## src/msfp_pkg.sv

```systemverilog
// Shared types and constants for the MSF timecode parser.
// Used by msfp_parse and msf_timecode_parser_top; no dependencies.
package msfp_pkg;

    // Default digit limit per field.
    localparam int MSFP_MAX_DIGITS = 2;

    // Widest field value the selection path carries.
    localparam int FIELD_W = 7;
    localparam int TOTAL_W = 19;
    localparam int CH_W    = 8;

    localparam logic [CH_W-1:0] CH_NUL   = 8'h00;
    localparam logic [CH_W-1:0] CH_COLON = 8'h3A;
    localparam logic [CH_W-1:0] CH_ZERO  = 8'h30;
    localparam logic [CH_W-1:0] CH_NINE  = 8'h39;
    localparam logic [CH_W-1:0] CH_SPACE = 8'h20;
    localparam logic [CH_W-1:0] CH_TAB   = 8'h09;
    localparam logic [CH_W-1:0] CH_CR    = 8'h0D;

    localparam logic [FIELD_W-1:0] SEC_MAX   = 7'd59;
    localparam logic [FIELD_W-1:0] FRAME_MAX = 7'd74;

    localparam logic [12:0] FRAMES_PER_MIN = 13'd4500;
    localparam logic [6:0]  FRAMES_PER_SEC = 7'd75;

    // Minutes, seconds and frames as selected from the captured fields.
    typedef struct packed {
        logic [FIELD_W-1:0] minutes;
        logic [FIELD_W-1:0] seconds;
        logic [FIELD_W-1:0] frames;
    } t_msf;

endpackage

```

## src/msfp_parse.sv

```systemverilog
// Character-level parse state for the MSF timecode parser.
// Depends on msfp_pkg for character codes and the t_msf type.
module msfp_parse #(
    parameter int MAX_DIGITS = msfp_pkg::MSFP_MAX_DIGITS
) (
    input  logic                      i_clk,
    input  logic                      i_rst_n,
    input  logic                      i_en,
    input  logic [msfp_pkg::CH_W-1:0] i_ch,
    output msfp_pkg::t_msf            o_msf
);

    localparam int FW  = (MAX_DIGITS == 1) ? 4 : 7;
    localparam int CW  = $clog2(MAX_DIGITS + 1);
    localparam logic [CW-1:0] CNT_MAX = CW'(MAX_DIGITS);

    localparam logic [1:0] PH_SKIP  = 2'd0;
    localparam logic [1:0] PH_FIELD = 2'd1;
    localparam logic [1:0] PH_DONE  = 2'd2;

    localparam logic [1:0] SLOT_LAST = 2'd2;

    logic [1:0]    r_phase, n_phase;
    logic [1:0]    r_slot, n_slot;
    logic [CW-1:0] r_cnt, n_cnt;
    logic [1:0]    r_captured, n_captured;
    logic [FW-1:0] r_val [3];
    logic [FW-1:0] n_val [3];

    logic          is_space, is_digit, is_colon;
    logic [3:0]    digit;
    logic [FW-1:0] cur_val, acc_val;

    assign is_space = (i_ch == msfp_pkg::CH_SPACE) ||
                      (i_ch >= msfp_pkg::CH_TAB && i_ch <= msfp_pkg::CH_CR);
    assign is_digit = (i_ch >= msfp_pkg::CH_ZERO) && (i_ch <= msfp_pkg::CH_NINE);
    assign is_colon = (i_ch == msfp_pkg::CH_COLON);
    assign digit    = 4'(i_ch - msfp_pkg::CH_ZERO);

    always_comb begin
        case (r_slot)
            2'd0:    cur_val = r_val[0];
            2'd1:    cur_val = r_val[1];
            default: cur_val = r_val[2];
        endcase
    end

    // Times ten as two shifts and an add, kept to the field width.
    assign acc_val = FW'((cur_val << 3) + (cur_val << 1) + FW'(digit));

    always_comb begin
        n_phase    = r_phase;
        n_slot     = r_slot;
        n_cnt      = r_cnt;
        n_captured = r_captured;
        n_val      = r_val;
        if (i_ch == msfp_pkg::CH_NUL) begin
            n_phase    = PH_SKIP;
            n_slot     = '0;
            n_cnt      = '0;
            n_captured = '0;
            n_val[0]   = '0;
            n_val[1]   = '0;
            n_val[2]   = '0;
        end else if ((r_phase == PH_FIELD) || (r_phase == PH_SKIP && !is_space)) begin
            n_phase = PH_FIELD;
            if (is_digit && r_cnt < CNT_MAX) begin
                n_val[r_slot] = acc_val;
                n_cnt         = r_cnt + 1'b1;
                n_captured    = r_slot + 2'd1;
            end else if (is_colon && r_cnt != '0 && r_slot != SLOT_LAST) begin
                n_slot = r_slot + 2'd1;
                n_cnt  = '0;
            end else begin
                n_phase = PH_DONE;
            end
        end
    end

    always_ff @(posedge i_clk) begin
        if (!i_rst_n) begin
            r_phase    <= PH_SKIP;
            r_slot     <= '0;
            r_cnt      <= '0;
            r_captured <= '0;
            r_val[0]   <= '0;
            r_val[1]   <= '0;
            r_val[2]   <= '0;
        end else if (i_en) begin
            r_phase    <= n_phase;
            r_slot     <= n_slot;
            r_cnt      <= n_cnt;
            r_captured <= n_captured;
            r_val      <= n_val;
        end
    end

    // The last captured field is always frames; earlier ones shift up.
    always_comb begin
        o_msf = '0;
        case (r_captured)
            2'd1: begin
                o_msf.frames = msfp_pkg::FIELD_W'(r_val[0]);
            end
            2'd2: begin
                o_msf.seconds = msfp_pkg::FIELD_W'(r_val[0]);
                o_msf.frames  = msfp_pkg::FIELD_W'(r_val[1]);
            end
            2'd3: begin
                o_msf.minutes = msfp_pkg::FIELD_W'(r_val[0]);
                o_msf.seconds = msfp_pkg::FIELD_W'(r_val[1]);
                o_msf.frames  = msfp_pkg::FIELD_W'(r_val[2]);
            end
            default: o_msf = '0;
        endcase
    end

endmodule

```

## src/msf_timecode_parser_top.sv

```systemverilog
// A zero byte is held in the input register, then its result beat in the output register.
// Throughput: one character beat per cycle; only a zero byte waits, and only
// while an earlier result beat is still held by the output side.
// Reset (i_rst_n low, synchronous) empties both stages and returns the parse
// to skipping leading whitespace with all fields cleared.
// Top level of the MSF timecode parser; depends on msfp_pkg and msfp_parse.
module msf_timecode_parser_top #(
    parameter int MAX_DIGITS = msfp_pkg::MSFP_MAX_DIGITS
) (
    input  logic        i_clk,
    input  logic        i_rst_n,
    input  logic        i_s_tvalid,
    output logic        o_s_tready,
    input  logic [7:0]  i_s_tdata,   // [7:0] ch
    output logic        o_m_tvalid,
    input  logic        i_m_tready,
    output logic [23:0] o_m_tdata,   // [18:0] total_frames, [23:19] zero
    output logic        o_m_tuser    // [0] range_error
);

    logic                        r_in_vld;
    logic [msfp_pkg::CH_W-1:0]   r_ch;
    logic                        r_out_vld;
    logic [msfp_pkg::TOTAL_W-1:0] r_total, n_total;
    logic                        r_err, n_err;

    logic                        is_nul, out_free, adv;
    msfp_pkg::t_msf              msf;
    logic [msfp_pkg::TOTAL_W-1:0] min_part, sec_part;

    assign is_nul     = (r_ch == msfp_pkg::CH_NUL);
    assign out_free   = !r_out_vld || i_m_tready;
    assign adv        = r_in_vld && (!is_nul || out_free);
    assign o_s_tready = !r_in_vld || adv;

    always_ff @(posedge i_clk) begin
        if (!i_rst_n) begin
            r_in_vld <= 1'b0;
        end else if (o_s_tready) begin
            r_in_vld <= i_s_tvalid;
        end
    end

    always_ff @(posedge i_clk) begin
        if (o_s_tready && i_s_tvalid) begin
            r_ch <= i_s_tdata;
        end
    end

    msfp_parse #(
        .MAX_DIGITS(MAX_DIGITS)
    ) u_parse (
        .i_clk   (i_clk),
        .i_rst_n (i_rst_n),
        .i_en    (adv),
        .i_ch    (r_ch),
        .o_msf   (msf)
    );

    // Both products are formed at the full result width.
    assign min_part = msfp_pkg::TOTAL_W'(msf.minutes)
                    * msfp_pkg::TOTAL_W'(msfp_pkg::FRAMES_PER_MIN);
    assign sec_part = msfp_pkg::TOTAL_W'(msf.seconds)
                    * msfp_pkg::TOTAL_W'(msfp_pkg::FRAMES_PER_SEC);
    assign n_err    = (msf.seconds > msfp_pkg::SEC_MAX) || (msf.frames > msfp_pkg::FRAME_MAX);
    assign n_total  = n_err ? '0
                            : msfp_pkg::TOTAL_W'(min_part + sec_part
                                                 + msfp_pkg::TOTAL_W'(msf.frames));

    always_ff @(posedge i_clk) begin
        if (!i_rst_n) begin
            r_out_vld <= 1'b0;
        end else if (adv && is_nul) begin
            r_out_vld <= 1'b1;
        end else if (i_m_tready) begin
            r_out_vld <= 1'b0;
        end
    end

    always_ff @(posedge i_clk) begin
        if (adv && is_nul) begin
            r_total <= n_total;
            r_err   <= n_err;
        end
    end

    assign o_m_tvalid = r_out_vld;
    assign o_m_tdata  = {5'b0, r_total};
    assign o_m_tuser  = r_err;

    a_err_zero : assert property (@(posedge i_clk) disable iff (!i_rst_n)
        o_m_tvalid && o_m_tuser |-> o_m_tdata[18:0] == '0)
        else $error("range error beat carries a nonzero frame count");

    a_total_max : assert property (@(posedge i_clk) disable iff (!i_rst_n)
        o_m_tvalid && !o_m_tuser |-> o_m_tdata[18:0] <= 19'd449999)
        else $error("frame count beyond largest valid timecode");

    a_nul_result : assert property (@(posedge i_clk) disable iff (!i_rst_n)
        adv && is_nul |=> o_m_tvalid)
        else $error("zero byte consumed without a result beat");

    a_char_flows : assert property (@(posedge i_clk) disable iff (!i_rst_n)
        r_in_vld && !is_nul |-> o_s_tready)
        else $error("input stalled behind a non-terminating character");

endmodule

```

## config.mk

```make
export PLATFORM = sky130hd
export DESIGN_NAME = msf_timecode_parser_top
export DESIGN_NICKNAME = d
export VERILOG_FILES = /design/src/msfp_pkg.sv /design/src/msfp_parse.sv /design/src/msf_timecode_parser_top.sv
export SDC_FILE = /design/constraint.sdc
export NUM_CORES = 1
export LEC_CHECK = 0
export ABC_AREA = 1
export BUFFER_PORTS_ARGS = -buffer_cell sky130_fd_sc_hd__buf_4
export CORE_UTILIZATION = 50
export CTS_CLUSTER_DIAMETER = 30
export DETAILED_ROUTE_END_ITERATION = 10
export PLACE_DENSITY = 0.76
export SYNTH_ARGS = -nofsm -noshare
export SYNTH_HDL_FRONTEND = slang
export SYNTH_SLANG_ARGS = --single-unit
```

## constraint.sdc

```tcl
create_clock -name i_clk -period 5.3 [get_ports i_clk]
set_clock_uncertainty 0.05 [all_clocks]
set_input_delay 0.53 -clock i_clk [delete_from_list [all_inputs] [get_ports i_clk]]
set_output_delay 0.53 -clock i_clk [all_outputs]
set_load 0.03 [all_outputs]
```

==> impl_results.md <==
* Critical Path AT at about 5.2 ns
* Wirelength per Cell at around 14 um
* Setup crit end kind: flip-flop
* Root buffer cell: clkbuf_16
* Final min period at 5.15 ns
* Adder-Cell Fraction of Synth Area at 26.9%
* IO Count at 39
* Worst r2r src: u_parse.r_captured[0]
* Clock power share at between 50% and 60%
* Worst-Skew Late Latency at roughly 0.34 ns
* VDD IR max at 175 uV
* Placed cells at about 950
* #FFs+latches synth at 59
* Area growth from synthesis to layout at 20.1%
* CTS buffer count at 9
* Maximum clock rate at 0.194 GHz
* Syn Std Cell Area at a little under 0.006 sq mm
* Synth Area in Compound Gates at between 10 and 15%
* Initial Util at 51.7%
* Setup crit start kind: flip-flop
* Die X at 111 um
* Clock-pin slew on the worst setup and hold paths at 0.05 ns
* Leakage dissipation at 3.51 nW
* Yosys cell types at 50
* HP Class: input pin to flip-flop
* Endpoints failing setup at 0
* Most frequent cell after synthesis: inv_1
* Core area at 0.0115 sq mm
* CTS sink cnt at between 50 and 60
* DP HPWL at approximately 9.9 mm
* Number of warnings issued by yosys at 0
* CTS H-Tree Depth at 3
* Reg2reg setup slack at 0.15 ns
* Cells after Synth at 759
* Relative slew slack at 51.0%
* Initial drt markers at 367
* Total wire length at 13.2 mm
* Period utilisation layout at 97.1%
* Final cell count without fillers at 974
* Largest net degree at the start of global routing at 29
* Share of cells above drive strength 1 at 20.9%
* Async SR Flop Fraction at 0%
* Final ANT Viol Nets at 0
* Std cell rows at 39
* Status: finished, violations left
* Worst Setup SP: u_parse.r_captured[0]
* Slew @ Worst Pin at ~0.73 ns
* Post-synth top area cell: ha_1
* CTS tree: yes
* Seq pwr share at roughly 44%
* Total of max-cap violations at 0
* Vias at 5,096
* Comb power frac at 4.2%
* WP data required at ~5.3 ns
* Fin Setup TNS at 0 ns
* First-pass GRT wire length at 21.5 mm
* Slew Viols, Final at 0
* ANT cells at 0
* Initial antenna violation count at 0
* Remaining Overflow, GRT at 0
* Setup CP Type: flip-flop to flip-flop
* PD cells at 156 mW/mm^2
* EDFF count, synth at 28
* DR DRC count at 6
* Final layout net count at 948
* Crit-path max FO at 7
* Xor and xnor area share after synthesis at 2.50%
* Seq/Total Area, Yosys at 24.5%
* Synth top area share at 16.8%
* Ys flop type: dfxtp_1
* Die area at 0.0124 sq mm
* Hold path start: i_s_tdata[4]
* Simple-Gate Fraction of Synth Area at 24.4%
* Pint at 0.859 mW
* Switch Pwr at 0.254 mW
* Tot GR Track Use at 21.5%
* Post-synthesis mux area share at 0%
* Gp weighted congestion at between 0.9 and 1
* Failing checks: DRC
* First-pass iteration count of the detailed router at 8
* Sw frac at a little under a quarter
* Largest family of logic cells by synthesized area: adder cells
* Top cells by area, synth: ha_1 (17%), edfxtp_1 (14%), dfxtp_1 (10%)
* Vias per inst at roughly 5.2
* Vias in the first global route at between 4,000 and 5,000
* Most frequent cells after synthesis: inv_1 (143), nand2_1 (142), ha_1 (80), nor2_1 (71), a21oi_1 (56)
* Die height at 111 um
* Max clock buf depth at 2
* Final hold vios at 0
* Port bufs at 33
* Avg Inst Size Synth at 7.85 sq um
[cell type report]
class	count	area [sq um]
Fill cell	981	4360
Clock inverter	6	65.1
Tap cell	143	179
Sequential cell	59	1470
Inverter	151	574
Multi-Input combinational cell	541	4150
Clock buffer	10	229
Timing Repair Buffer	64	497
[power groups by stage]
| stage | logic, mW | registers (mW) | clock network (mW) |
|---|---|---|---|
| CTS | 0.0471 | 0.487 | 0.587 |
| global placement | 0.0461 | 0.496 | 0 |
| global route | 0.0521 | 0.487 | 0.605 |
| detailed placement | 0.0465 | 0.496 | 0 |
| floorplan | 0.0378 | 0.495 | 0 |
| finish | 0.0470 | 0.486 | 0.581 |
[state kept, by name, summed over array words and instances, names as in the netlist]
signal and flops:
o_m_tuser 1, o_m_tvalid 1, r_ch 8, r_in_vld 1, r_total 19, u_parse.r_captured 2
u_parse.r_cnt 2, u_parse.r_phase 2, u_parse.r_slot 2, u_parse.r_val 21
[worst paths after layout]
path / endpoint / cells after the start
worst max-delay path: r_total[11] / 22
worst min-delay path: r_ch[4] / 1
worst max register to register: r_total[11] / 22
worst min register to register: u_parse.r_val[8] / 2
[worst max-delay path: stages, from the launching register on]
cell	delay [ns]
dfxtp_4	0.37
nand2_8	0.09
nor2_4	0.15
nor2_1	0.07
a21oi_2	0.12
ha_1	0.28
ha_4	0.28
fa_1	0.44
ha_4	0.24
xor2_1	0.16
ha_1	0.31
fa_1	0.52
inv_1	0.06
fa_1	0.53
inv_1	0.07
ha_4	0.25
a21oi_2	0.20
inv_1	0.11
a31oi_4	0.22
o21ai_2	0.10
xor2_1	0.16
inv_1	0.07
nor2_1	0.04
[timing repair]
item | 4_1_cts | 5_1_grt
pin swaps | 1 | 22
resized for setup | 3 | 66
hold endpoints to repair | 0 | 0
hold buffers | 0 | 0
setup endpoints to repair | 6 | 11
setup buffers | 2 | 3
[through the flow]
| stage | setup slack, ns | utilization (%) | hold slack [ns] | power, mW | cell area (sq um) |
|---|---|---|---|---|---|
| floorplan | 0.0111 | - | 0.391 | 0.533 | 6000 |
| global placement | 0.0481 | 56.5 | 0.400 | 0.542 | 6500 |
| detailed placement | -0.0745 | 56.5 | 0.407 | 0.543 | 6500 |
| CTS | 0.0203 | 59.4 | 0.311 | 1.12 | 6840 |
| global route | -0.124 | 62.2 | 0.311 | 1.14 | 7160 |
| finish | 0.151 | 62.2 | 0.317 | 1.11 | 7160 |
[routing by layer]
metal / share of wire (%) / up-vias / track usage [%] / wire (um)
met5: 0 / - / 0 / 0
met4: 2.3 / 0 / 8.11 / 300
met3: 4.2 / 28 / 4.05 / 557
met2: 51 / 139 / 38.2 / 6700
met1: 43 / 2340 / 25.5 / 5660
li1: - / 2589 / - / -
[layout by cell type (no fill, tap or decap), drive strengths merged, types with 2 or more instances in the layout]
| cell | Yosys | layout |
|---|---|---|
| a211oi | 2 | 2 |
| a21boi | 2 | 2 |
| a21o | 2 | 2 |
| a21oi | 57 | 57 |
| buf | 10 | 64 |
| clkbuf | 2 | 10 |
| clkinvlp | 0 | 3 |
| conb | 1 | 5 |
| dfxtp | 31 | 31 |
| edfxtp | 28 | 28 |
| fa | 30 | 30 |
| ha | 80 | 80 |
| inv | 151 | 152 |
| nand2 | 151 | 151 |
| nand3 | 49 | 49 |
| nand3b | 2 | 2 |
| nand4 | 13 | 13 |
| nor2 | 87 | 87 |
| o211ai | 3 | 3 |
| o21a | 2 | 2 |
| o21ai | 14 | 14 |
| o21bai | 3 | 3 |
| o221ai | 4 | 4 |
| o22ai | 10 | 10 |
| or2 | 3 | 3 |
| xnor2 | 4 | 4 |
| xor2 | 13 | 13 |
[cell families after synthesis]
group | after synthesis
XOR/XNOR | 17
adder cells (fa/ha/maj) | 110
flip-flops | 59
AO/OA/AOI/OAI | 101
buffers and inverters | 163
other | 1
AND/OR/NAND/NOR | 308
Power figures use the tool's default switching activity.
